[src/design/ssr_pkg.sv]
// ----------------------------------------------------------------------------
// ssr_pkg: shared types and constants for the stream substring replacer
// Payload structs, register indexes and the controller/datapath interface.
// ----------------------------------------------------------------------------
`timescale 1ns / 1ps
`default_nettype none

package ssr_pkg;

   localparam int MAX_PATTERN     = 8;
   localparam int MAX_REPLACEMENT = 8;
   localparam int BYTE_W          = 8;
   localparam int LEN_W           = 4;
   localparam int CNT_W           = $clog2(MAX_PATTERN + 1);
   localparam int POS_W           = $clog2(MAX_PATTERN);
   localparam int RIDX_W          = $clog2(MAX_REPLACEMENT);
   localparam int CSR_INDEX_W     = 3;
   localparam int CSR_DATA_W      = 64;

   localparam logic [CSR_INDEX_W-1:0] CSR_PATTERN_BYTES      = 3'd0;
   localparam logic [CSR_INDEX_W-1:0] CSR_PATTERN_LENGTH     = 3'd1;
   localparam logic [CSR_INDEX_W-1:0] CSR_REPLACEMENT_BYTES  = 3'd2;
   localparam logic [CSR_INDEX_W-1:0] CSR_REPLACEMENT_LENGTH = 3'd3;
   localparam logic [CSR_INDEX_W-1:0] CSR_REPLACE_EVERY      = 3'd4;

   typedef logic [MAX_PATTERN-1:0][BYTE_W-1:0]     pattern_type;
   typedef logic [MAX_REPLACEMENT-1:0][BYTE_W-1:0] replacement_type;

   typedef struct packed {
      logic [BYTE_W-1:0] in_byte;
      logic              in_has_byte;
      logic              in_end;
   } req_payload_type;

   typedef struct packed {
      logic [BYTE_W-1:0] out_byte;
      logic              out_has_byte;
      logic              out_last;
   } rsp_payload_type;

   typedef struct packed {
      logic accept;
      logic emit;
      logic emit_repl;
      logic drop_one;
      logic drop_pat;
      logic idx_clr;
      logic idx_inc;
      logic set_replaced;
      logic finish;
   } dp_cmd_type;

   typedef struct packed {
      logic pend_empty;
      logic prefix_hold;
      logic full_match;
      logic repl_empty;
      logic repl_last;
      logic can_push;
      logic out_free;
      logic end_flag;
   } dp_status_type;

endpackage

`default_nettype wire

[src/design/stream_substring_replace.sv]
// ----------------------------------------------------------------------------
// stream_substring_replace: streaming find-and-replace of a byte pattern
// Replaces leftmost non-overlapping occurrences (or only the first, per mode) of a pattern in a byte stream.
// ----------------------------------------------------------------------------
// Usage:
//   req_* carries one source byte per transaction (in_has_byte qualifies the
//   byte, in_end closes the string). rsp_* carries result bytes; out_last
//   marks the final result of a string, which is a bare marker when the end
//   produces nothing else. Both channels are valid/ready.
//   csr_* writes the pattern, replacement, lengths and mode; write only while
//   the block is idle. Any write to a defined register drops held bytes.
//   One transaction at a time: a byte that produces no result passes through
//   accept, scan and finish; each result byte and each match (whether or not
//   its replacement is empty) is handled in the scan or replacement state,
//   and an end transaction also passes through the flush, one held byte at a
//   time. The sequencer and its single result port set this order.
//   Results leave through a one-entry staging register and an output
//   register; the last result of a transaction appears when the transaction
//   finishes. If rsp_ready is low the sequencer holds until space frees up.
//   Reset (synchronous, active high) clears held bytes, the mode state and
//   the output; replace_every resets to 1, all other configuration registers to 0.
// ----------------------------------------------------------------------------
`timescale 1ns / 1ps
`default_nettype none

module stream_substring_replace (
   input  wire                                  clock,
   input  wire                                  reset,
   input  wire                                  req_valid,
   output logic                                 req_ready,
   input  ssr_pkg::req_payload_type             req_data,
   output logic                                 rsp_valid,
   input  wire                                  rsp_ready,
   output ssr_pkg::rsp_payload_type             rsp_data,
   input  wire                                  csr_wr_en,
   input  wire  [ssr_pkg::CSR_INDEX_W-1:0]      csr_index,
   input  wire  [ssr_pkg::CSR_DATA_W-1:0]       csr_wdata
);
   import ssr_pkg::*;

   dp_cmd_type    cmd;
   dp_status_type status;

   ssr_ctrl u_ctrl (
      .clock     (clock),
      .reset     (reset),
      .req_valid (req_valid),
      .req_ready (req_ready),
      .status    (status),
      .cmd       (cmd)
   );

   ssr_dp u_dp (
      .clock     (clock),
      .reset     (reset),
      .req_data  (req_data),
      .rsp_valid (rsp_valid),
      .rsp_ready (rsp_ready),
      .rsp_data  (rsp_data),
      .csr_wr_en (csr_wr_en),
      .csr_index (csr_index),
      .csr_wdata (csr_wdata),
      .cmd       (cmd),
      .status    (status)
   );

endmodule

`default_nettype wire

[src/design/ssr_ctrl.sv]
// ----------------------------------------------------------------------------
// ssr_ctrl: sequencer for the stream substring replacer
// Steps the datapath through accept, scan, replacement output, flush, finish.
// ----------------------------------------------------------------------------
`timescale 1ns / 1ps
`default_nettype none

module ssr_ctrl (
   input  wire                        clock,
   input  wire                        reset,
   input  wire                        req_valid,
   output logic                       req_ready,
   input  ssr_pkg::dp_status_type     status,
   output ssr_pkg::dp_cmd_type        cmd
);
   import ssr_pkg::*;

   typedef enum logic [4:0] {
      ST_IDLE   = 5'b00001,
      ST_SCAN   = 5'b00010,
      ST_REPL   = 5'b00100,
      ST_FLUSH  = 5'b01000,
      ST_FINISH = 5'b10000
   } ctrl_state_type;

   ctrl_state_type state_ff;
   ctrl_state_type state_in;

   assign req_ready = (state_ff == ST_IDLE);

   always_comb begin
      state_in = state_ff;
      cmd      = '0;
      unique case (state_ff)
         ST_IDLE: begin
            if (req_valid) begin
               cmd.accept = 1'b1;
               state_in   = ST_SCAN;
            end
         end
         ST_SCAN: begin
            if (status.pend_empty || status.prefix_hold) begin
               state_in = status.end_flag ? ST_FLUSH : ST_FINISH;
            end else if (status.full_match) begin
               if (status.repl_empty) begin
                  cmd.drop_pat     = 1'b1;
                  cmd.set_replaced = 1'b1;
               end else begin
                  cmd.idx_clr = 1'b1;
                  state_in    = ST_REPL;
               end
            end else if (status.can_push) begin
               cmd.emit     = 1'b1;
               cmd.drop_one = 1'b1;
            end
         end
         ST_REPL: begin
            if (status.can_push) begin
               cmd.emit      = 1'b1;
               cmd.emit_repl = 1'b1;
               cmd.idx_inc   = 1'b1;
               if (status.repl_last) begin
                  cmd.drop_pat     = 1'b1;
                  cmd.set_replaced = 1'b1;
                  state_in         = ST_SCAN;
               end
            end
         end
         ST_FLUSH: begin
            if (status.pend_empty) begin
               state_in = ST_FINISH;
            end else if (status.can_push) begin
               cmd.emit     = 1'b1;
               cmd.drop_one = 1'b1;
            end
         end
         ST_FINISH: begin
            if (status.out_free) begin
               cmd.finish = 1'b1;
               state_in   = ST_IDLE;
            end
         end
         default: begin
            state_in = ST_IDLE;
         end
      endcase
   end

   always_ff @(posedge clock) begin
      if (reset) begin
         state_ff <= ST_IDLE;
      end else begin
         state_ff <= state_in;
      end
   end

endmodule

`default_nettype wire

[src/design/ssr_dp.sv]
// ----------------------------------------------------------------------------
// ssr_dp: datapath of the stream substring replacer
// Configuration registers, held-byte shift buffer, pattern compare,
// one-result staging register and output register.
// ----------------------------------------------------------------------------
`timescale 1ns / 1ps
`default_nettype none

module ssr_dp (
   input  wire                                  clock,
   input  wire                                  reset,
   input  ssr_pkg::req_payload_type             req_data,
   output logic                                 rsp_valid,
   input  wire                                  rsp_ready,
   output ssr_pkg::rsp_payload_type             rsp_data,
   input  wire                                  csr_wr_en,
   input  wire  [ssr_pkg::CSR_INDEX_W-1:0]      csr_index,
   input  wire  [ssr_pkg::CSR_DATA_W-1:0]       csr_wdata,
   input  ssr_pkg::dp_cmd_type                  cmd,
   output ssr_pkg::dp_status_type               status
);
   import ssr_pkg::*;

   pattern_type       pattern_ff;
   logic [LEN_W-1:0]  pat_len_ff;
   replacement_type   repl_ff;
   logic [LEN_W-1:0]  repl_len_ff;
   logic              every_ff;

   logic [BYTE_W-1:0] pend_ff [MAX_PATTERN];
   logic [BYTE_W-1:0] pend_in [MAX_PATTERN];
   logic [CNT_W-1:0]  pend_cnt_ff;
   logic [CNT_W-1:0]  pend_cnt_in;
   logic              replaced_ff;
   logic              replaced_in;
   logic              end_ff;
   logic              end_in;
   logic [RIDX_W-1:0] repl_idx_ff;
   logic [RIDX_W-1:0] repl_idx_in;

   logic              stg_valid_ff;
   logic              stg_valid_in;
   logic [BYTE_W-1:0] stg_byte_ff;
   logic [BYTE_W-1:0] stg_byte_in;
   logic              out_valid_ff;
   logic              out_valid_in;
   rsp_payload_type   out_ff;
   rsp_payload_type   out_in;

   logic [LEN_W-1:0]       plen;
   logic [LEN_W-1:0]       rlen;
   logic                   active;
   logic [MAX_PATTERN-1:0] eq;
   logic                   agree_full;
   logic                   agree_prefix;
   logic [CNT_W-1:0]       drop_amt;
   logic [LEN_W-1:0]       sh;
   logic [BYTE_W-1:0]      emit_byte;
   logic                   out_free;
   logic                   can_push;
   logic                   csr_hit;

   assign plen = (pat_len_ff > LEN_W'(MAX_PATTERN)) ? LEN_W'(MAX_PATTERN) : pat_len_ff;
   assign rlen = (repl_len_ff > LEN_W'(MAX_REPLACEMENT)) ?
                 LEN_W'(MAX_REPLACEMENT) : repl_len_ff;
   assign active = (plen != '0) && (every_ff || !replaced_ff);

   always_comb begin
      agree_full   = 1'b1;
      agree_prefix = 1'b1;
      for (int i = 0; i < MAX_PATTERN; i++) begin
         eq[i] = (pend_ff[i] == pattern_ff[i]);
         if ((LEN_W'(i) < plen) && !eq[i]) begin
            agree_full = 1'b0;
         end
         if ((CNT_W'(i) < pend_cnt_ff) && !eq[i]) begin
            agree_prefix = 1'b0;
         end
      end
   end

   assign out_free  = !out_valid_ff || rsp_ready;
   assign can_push  = !stg_valid_ff || out_free;
   assign emit_byte = cmd.emit_repl ? repl_ff[repl_idx_ff] : pend_ff[0];
   assign csr_hit   = csr_wr_en && (csr_index <= CSR_REPLACE_EVERY);

   always_comb begin
      status.pend_empty  = (pend_cnt_ff == '0);
      status.prefix_hold = active && (LEN_W'(pend_cnt_ff) < plen) && agree_prefix;
      status.full_match  = active && (LEN_W'(pend_cnt_ff) >= plen) && agree_full;
      status.repl_empty  = (rlen == '0);
      status.repl_last   = (LEN_W'(repl_idx_ff) + LEN_W'(1)) == rlen;
      status.can_push    = can_push;
      status.out_free    = out_free;
      status.end_flag    = end_ff;
   end

   // held-byte buffer: drop from the front, append at the back
   always_comb begin
      pend_in     = pend_ff;
      pend_cnt_in = pend_cnt_ff;
      drop_amt    = cmd.drop_pat ? CNT_W'(plen) : CNT_W'(1);
      sh          = '0;
      if (cmd.drop_one || cmd.drop_pat) begin
         for (int i = 0; i < MAX_PATTERN; i++) begin
            sh = LEN_W'(i) + LEN_W'(drop_amt);
            if (sh < LEN_W'(MAX_PATTERN)) begin
               pend_in[i] = pend_ff[sh[POS_W-1:0]];
            end
         end
         pend_cnt_in = (drop_amt >= pend_cnt_ff) ? '0 : pend_cnt_ff - drop_amt;
      end
      if (cmd.accept && req_data.in_has_byte && (pend_cnt_ff < CNT_W'(MAX_PATTERN))) begin
         pend_in[pend_cnt_ff[POS_W-1:0]] = req_data.in_byte;
         pend_cnt_in                     = pend_cnt_ff + CNT_W'(1);
      end
      if (cmd.finish && end_ff) begin
         pend_cnt_in = '0;
      end
      if (csr_hit) begin
         pend_cnt_in = '0;
      end
   end

   always_comb begin
      replaced_in = replaced_ff;
      if (cmd.set_replaced) begin
         replaced_in = 1'b1;
      end
      if (cmd.finish && end_ff) begin
         replaced_in = 1'b0;
      end
      end_in      = cmd.accept ? req_data.in_end : end_ff;
      repl_idx_in = repl_idx_ff;
      if (cmd.idx_clr) begin
         repl_idx_in = '0;
      end else if (cmd.idx_inc) begin
         repl_idx_in = repl_idx_ff + RIDX_W'(1);
      end
   end

   // staging register holds the newest result until it is known whether it is last
   always_comb begin
      out_valid_in = out_valid_ff && !rsp_ready;
      out_in       = out_ff;
      stg_valid_in = stg_valid_ff;
      stg_byte_in  = stg_byte_ff;
      if (cmd.emit) begin
         if (stg_valid_ff) begin
            out_valid_in = 1'b1;
            out_in       = '{out_byte: stg_byte_ff, out_has_byte: 1'b1, out_last: 1'b0};
         end
         stg_valid_in = 1'b1;
         stg_byte_in  = emit_byte;
      end
      if (cmd.finish) begin
         stg_valid_in = 1'b0;
         if (end_ff) begin
            out_valid_in = 1'b1;
            if (stg_valid_ff) begin
               out_in = '{out_byte: stg_byte_ff, out_has_byte: 1'b1, out_last: 1'b1};
            end else begin
               out_in = '{out_byte: '0, out_has_byte: 1'b0, out_last: 1'b1};
            end
         end else if (stg_valid_ff) begin
            out_valid_in = 1'b1;
            out_in       = '{out_byte: stg_byte_ff, out_has_byte: 1'b1, out_last: 1'b0};
         end
      end
   end

   always_ff @(posedge clock) begin
      if (reset) begin
         pattern_ff   <= '0;
         pat_len_ff   <= '0;
         repl_ff      <= '0;
         repl_len_ff  <= '0;
         every_ff     <= 1'b1;
         pend_cnt_ff  <= '0;
         replaced_ff  <= 1'b0;
         end_ff       <= 1'b0;
         repl_idx_ff  <= '0;
         stg_valid_ff <= 1'b0;
         out_valid_ff <= 1'b0;
      end else begin
         if (csr_wr_en) begin
            unique case (csr_index)
               CSR_PATTERN_BYTES:      pattern_ff  <= csr_wdata;
               CSR_PATTERN_LENGTH:     pat_len_ff  <= csr_wdata[LEN_W-1:0];
               CSR_REPLACEMENT_BYTES:  repl_ff     <= csr_wdata;
               CSR_REPLACEMENT_LENGTH: repl_len_ff <= csr_wdata[LEN_W-1:0];
               CSR_REPLACE_EVERY:      every_ff    <= csr_wdata[0];
               default: begin
               end
            endcase
         end
         pend_cnt_ff  <= pend_cnt_in;
         replaced_ff  <= replaced_in;
         end_ff       <= end_in;
         repl_idx_ff  <= repl_idx_in;
         stg_valid_ff <= stg_valid_in;
         out_valid_ff <= out_valid_in;
      end
   end

   always_ff @(posedge clock) begin
      pend_ff     <= pend_in;
      stg_byte_ff <= stg_byte_in;
      out_ff      <= out_in;
   end

   assign rsp_valid = out_valid_ff;
   assign rsp_data  = out_ff;

   assert property (@(posedge clock) disable iff (reset)
      pend_cnt_ff <= CNT_W'(MAX_PATTERN))
      else $error("held byte count above pattern capacity");

   assert property (@(posedge clock) disable iff (reset)
      cmd.emit |-> can_push)
      else $error("result produced with staging and output both full");

   assert property (@(posedge clock) disable iff (reset)
      cmd.drop_pat |-> (plen != '0) && (LEN_W'(pend_cnt_ff) >= plen))
      else $error("pattern drop with fewer held bytes than the pattern");

   assert property (@(posedge clock) disable iff (reset)
      (cmd.finish && end_ff) |=> (pend_cnt_ff == '0) && !replaced_ff && out_valid_ff)
      else $error("end of string left held bytes or no final result");

endmodule

`default_nettype wire
[config.mk]
export PLATFORM = sky130hd
export DESIGN_NAME = stream_substring_replace
export DESIGN_NICKNAME = d
export VERILOG_FILES = /design/src/design/ssr_pkg.sv /design/src/design/stream_substring_replace.sv /design/src/design/ssr_ctrl.sv /design/src/design/ssr_dp.sv
export SDC_FILE = /design/constraint.sdc
export NUM_CORES = 1
export LEC_CHECK = 0
export BUFFER_PORTS_ARGS = -buffer_cell sky130_fd_sc_hd__buf_2
export CAP_MARGIN = 20
export CORE_ASPECT_RATIO = 0.6
export CORE_UTILIZATION = 45
export CTS_BUF_LIST = sky130_fd_sc_hd__clkbuf_2 sky130_fd_sc_hd__clkbuf_4 sky130_fd_sc_hd__clkbuf_8
export CTS_CLUSTER_DIAMETER = 30
export DETAILED_ROUTE_END_ITERATION = 6
export PLACE_DENSITY = 0.6
export RECOVER_POWER = 25
export SYNTH_ARGS = -nofsm -noshare
export SYNTH_HDL_FRONTEND = slang
export SYNTH_HIERARCHICAL = 1
export SYNTH_SLANG_ARGS = --single-unit
[constraint.sdc]
create_clock -name clock -period 10.69 [get_ports clock]
set_input_delay 1.069 -clock clock [delete_from_list [all_inputs] [get_ports clock]]
set_output_delay 1.069 -clock clock [all_outputs]
set_load 0.01 [all_outputs]
# [Word level (Yosys, flattened, before mapping)]
# Index checks and enable logic that the tools add are counted.
[word_totals] output_inout_bits=12 in_bits=82 reg_bits=235 elab_cells=292
[op_classes] n_mux=108 eq_ne=25 n_addsub=11 n_reduce_logical=59 bitwise=9 order_cmp=42
[op_table] op="$bmux 8 s3" n=9
[op_table] op="$mux 8" n=27
[op_table] op="$mux 64" n=2
[op_table] op="$bwmux 64" n=1
[op_table] op="$eq 8x8->1" n=8
[op_table] op="$mux 10" n=6
[op_table] op="$mux 5" n=9
[op_table] op="$mux 1" n=38
[op_table] op="$ge 4x4->1 const B" n=9
[op_table] op="$lt 4x4->1 const B" n=9
[op_table] op="$not 3->4" n=9
[op_table] op="$lt 3x4->1 const A" n=8
[op_table] op="$logic_and 1x1->1" n=27
[op_table] op="$pmux 5 s5" n=1
[op_table] op="$demux 8 s3" n=1
[op_table] op="$mux 4" n=6
[op_table] op="$add 3x4->4 const A" n=4
[op_table] op="$lt 1x4->1 const A" n=4
[op_table] op="$lt 2x4->1 const A" n=4
[op_table] op="$logic_not 1->1" n=12
[op_table] op="$reduce_and 2->1" n=5
[op_table] op="$add 2x4->4 const A" n=2
[op_table] op="$ge 4x4->1" n=2
[op_table] op="$gt 4x4->1 const B" n=2
[op_table] op="33 further kinds" n=49

# [Logic depth before layout (Yosys ltp)]
[logic_depth] ltp_word=26 ltp_mapped=25 depth_no_buf=19

# [Modules after synthesis]
# Netlist, hierarchy kept.
[modules_own_cells] module="ssr_dp" area_per_inst_um2=12283.0 n_inst=1 seq_area_each_um2=4684.5 cells_each=1370
[modules_own_cells] module="ssr_ctrl" area_per_inst_um2=516.7 n_inst=1 seq_area_each_um2=100.1 cells_each=67

# [Worst setup path after synthesis]
# OpenSTA, ideal clock, no wires.
[synth_timing] kind="reg-to-reg" startpoint="register u_dp.pat_len_ff[3]" endpoint="register u_dp/pend_ff[39] (netlist bit)" stages_incl_launch_ff=26 arrival_ps=4640 n_path_buf=6 period_less_slack_ps=4772 setup_slack_ps=5918 required_ps=10558 setup_ps=132 path_cell_list="dfxtp_1 -> buf_2 -> inv_1 -> nand2_1 -> ha_1 -> a21o_1 -> a21oi_1 -> o211ai_1 -> a311o_1 -> nor4_1 -> nor2_1 -> nand4_1 -> nand2_1 -> buf_4 -> buf_2 -> nand3b_2 -> clkinv_1 -> buf_4 -> ha_1 -> clkbuf_1 -> a211oi_1 -> a21oi_1 -> o32a_1 -> buf_1 -> nor2_1 -> a21boi_1"
[synth_lines] element="from (decl)" line="ssr_dp.sv:25" rtl="logic [LEN_W-1:0] pat_len_ff;"
[synth_lines] element="from (signal assigned)" line="ssr_dp.sv:189" rtl="CSR_PATTERN_LENGTH: pat_len_ff <= csr_wdata[LEN_W-1:0];"
[synth_lines] element="to (signal assigned)" line="ssr_dp.sv:207" rtl="pend_ff <= pend_in;"
[synth_lines] element="to (decl)" line="ssr_dp.sv:30" rtl="logic [BYTE_W-1:0] pend_ff [MAX_PATTERN];"

==> results.json <==
{
  "die_height_um": 133,
  "ys.flop_type": "dfxtp_1",
  "ant_nets": 0,
  "dieArea_um2": 29100,
  "placed_cell_area_um2": 13400,
  "start_util": 0.461,
  "cp_common_cell": "nand2_1",
  "postCtsSetupRepairBufs": 0,
  "cts_tree": "done",
  "yosys_warnings": 6,
  "final_cell_area_um2": 14400,
  "post_drt_wl_per_cell_um": 23.6,
  "timing.rr.start": "u_dp/pat_len_ff[3]",
  "startpoint_type": "register",
  "whs_ns": 0.434,
  "cap_viol_max_count": 2,
  "routed_wl_mm": 44.8,
  "rsz0062_at_grt": "no",
  "dr.pass1.iters": 7,
  "grt_pass1_wl_mm": 67.0,
  "period_share": 0.668,
  "critPathMaxFanout": 22,
  "die_x_um": 220,
  "layout.nets": 1595,
  "tightest_slew_ns": 3.02,
  "ys_async_sr_fraction": 0,
  "cts_buffers": 44,
  "mostFrequentLayoutCells": "344 x nand2_1, 227 x dfxtp_1, 182 x a21oi_1",
  "finalHoldViolations": 0,
  "crit_path_max_incr_delay_ns": 0.96,
  "grt-ovfl-total": 0,
  "setup_viol": 0,
  "antenna_cells": 0,
  "ir_drop_mv": 0.104,
  "cp_cell_sequence": "inv_1, nand2_1, ha_1, a21o_1, a21oi_1, o211ai_1, a311o_1, nor4_1, nor2_1, nand4_1, nand2_1, nand3b_2, clkinv_1, ha_1, xnor2_1, a22oi_1, nor2b_1, a222oi_1, nand2_1",
  "status": "complete, but fails checks",
  "skew_ns": 0.0179,
  "endpoint_kind": "register",
  "fmaxAchievable_mhz": 140,
  "syn_nets": 1538,
  "synth_edf_count": 8,
  "drtIter0Drc": 1586,
  "rows": 47,
  "cts_max_level": 2,
  "dp_hpwl_mm": 31.8,
  "setup.worst_path.class": "reg -> reg",
  "area_growth_pct": 12.4,
  "vias": 11776,
  "syn-cell-area_um2": 12800,
  "worst_r2r_endpoint": "u_dp/pend_ff[46]",
  "syn_inst": 1437,
  "report.final.slew_viol_count": 130,
  "drc": 10,
  "critical_path_arrival_ns": 7.65,
  "antenna_found_initial": 0,
  "hold_buffers": 0,
  "crit_path_top_delay_cell": "clkinv_1",
  "grt_pass1_vias": 10780,
  "cp_data_required_time_ns": 11.20,
  "clockBufferDepth": 3,
  "hold_class": "reg -> reg",
  "ys_seq_area_frac": 0.374,
  "r2r_slack_ns": 3.55,
  "endpoint": "u_dp/pend_ff[46]",
  "io_buffers": 93,
  "slew_headroom": -1.01,
  "avgSynthCellArea_um2": 8.91,
  "ios": 94,
  "p_leak_uw": 0.00530,
  "core-area_um2": 27800,
  "p_per_area_nw_per_um2": 190,
  "cts_sinks": 235,
  "tns_ns": 0,
  "worstRegToRegCells": 19,
  "finalWeightedCongestion": 0.987,
  "violations": "design-rule violations, max-capacitance violations, max-slew violations",
  "final_common_cell": "nand2_1",
  "grt_max_degree": 104,
  "clk_latency_ns": 0.58,
  "grt_util_all_layers": 0.306,
  "drive_above_1_share": 0.184,
  "fin_crit_ns": 7.14,
  "viasPerCell": 6.21,
  "yosysUniqueCellTypes": 72,
  "cts.clk_slew.worst_paths_ns": 0.06,
  "cts_resized": 0,
  "cts_root_buf": "clkbuf_8",
  "startpoint": "u_dp/pat_len_ff[3]",
  "ys_ff_latch": 235
}
[routing by layer]
layer | global-route usage | up-vias | part of all wire
met4 | 0.0674 | 0 | 0.017
met5 | 0 | - | 0
met1 | 0.481 | 5697 | 0.45
li1 | - | 5282 | -
met3 | 0.0802 | 75 | 0.13
met2 | 0.412 | 722 | 0.41
[worst min-delay path by stage]
| stage | start | to | slack, ns | cells past startpoint |
|---|---|---|---|---|
| floorplan | u_dp/stg_byte_ff[0] | u_dp/rsp_data[2] | 0.41 | 2 |
| global placement | u_dp/stg_byte_ff[7] | u_dp/rsp_data[9] | 0.41 | 2 |
| detailed placement | u_dp/stg_byte_ff[6] | u_dp/rsp_data[8] | 0.42 | 2 |
| CTS | u_dp/stg_byte_ff[6] | u_dp/rsp_data[8] | 0.44 | 2 |
| global route | u_dp/stg_byte_ff[6] | u_dp/rsp_data[8] | 0.45 | 2 |
| finish | u_dp/stg_byte_ff[6] | u_dp/rsp_data[8] | 0.43 | 2 |
[metrics by stage]
step                 util  cells  setup WS (ns)  total power [uW]
CTS                 0.519   1897           3.78              2720
global route        0.518   1897           3.18              2830
finish              0.518   1897           3.55              2730
floorplan               -   1437           5.92              1510
detailed placement  0.484   1815           3.80              1740
global placement    0.483   1814           4.04              1730
[Yosys cell counts, types with 11 or more instances]
cell	count	share of area
o31ai_1	16	0.0094
nand4_1	15	0.0073
a222oi_1	17	0.013
mux4_2	80	0.14
a21oi_1	182	0.071
o21ai_0	13	0.0051
inv_1	14	0.0041
clkbuf_1	67	0.020
dfxtp_1	227	0.36
o22ai_1	16	0.0078
ha_1	18	0.018
nand3_1	20	0.0078
nor2_1	91	0.027
nor4_1	12	0.0059
nor3_1	15	0.0059
xnor2_1	46	0.031
mux2i_1	44	0.034
xor2_1	28	0.019
buf_2	11	0.0043
a22oi_1	17	0.010
nand2_1	345	0.10
[state kept, by name (all words and copies together) (netlist names)]
| name | flops |
|---|---|
| u_ctrl/state_ff | 5 |
| u_dp/end_ff | 1 |
| u_dp/every_ff | 1 |
| u_dp/pat_len_ff | 4 |
| u_dp/pattern_ff | 64 |
| u_dp/pend_cnt_ff | 4 |
| u_dp/pend_ff | 64 |
| u_dp/repl_ff | 64 |
| u_dp/repl_idx_ff | 3 |
| u_dp/repl_len_ff | 4 |
| u_dp/replaced_ff | 1 |
| u_dp/rsp_data | 10 |
| u_dp/rsp_valid | 1 |
| u_dp/stg_byte_ff | 8 |
| u_dp/stg_valid_ff | 1 |
[area by class of cell]
class,count,area [um^2]
fillers,2631,13400
well taps,367,459
clock buffers,66,840
multi-input cells,1084,7500
repair buffers,113,594
inverters,16,60.1
clock inverters,16,153
flip-flops and latches,235,4780
[power breakdown]
group / internal (uW) / switching, uW / total (uW)
Combinational: 278 / 301 / 579
Sequential: 977 / 197 / 1170
Clock: 557 / 419 / 976
Total: 1810 / 917 / 2730
[worst max-delay path: cells and delay by family (launching register included)]
kind	cells	cell delay, ns
compound gates	6	1.19
xor+xnor	1	0.16
simple gates	8	2.94
flops	1	0.66
fa+ha+maj	2	0.88
buf+inv	2	1.23
[kinds of logic (layout without fill, tap and decap cells)]
family	Yosys count	in the layout	share of synthesized area
flip-flops	235	235	0.374
XOR/XNOR	75	75	0.0519
adder cells (fa/ha/maj)	19	19	0.0192
multiplexers	125	125	0.176
AO/OA/AOI/OAI	315	315	0.150
buffers and inverters	118	211	0.0425
AND/OR/NAND/NOR	550	550	0.187
Note: power is estimated with default switching activity, not from simulation.
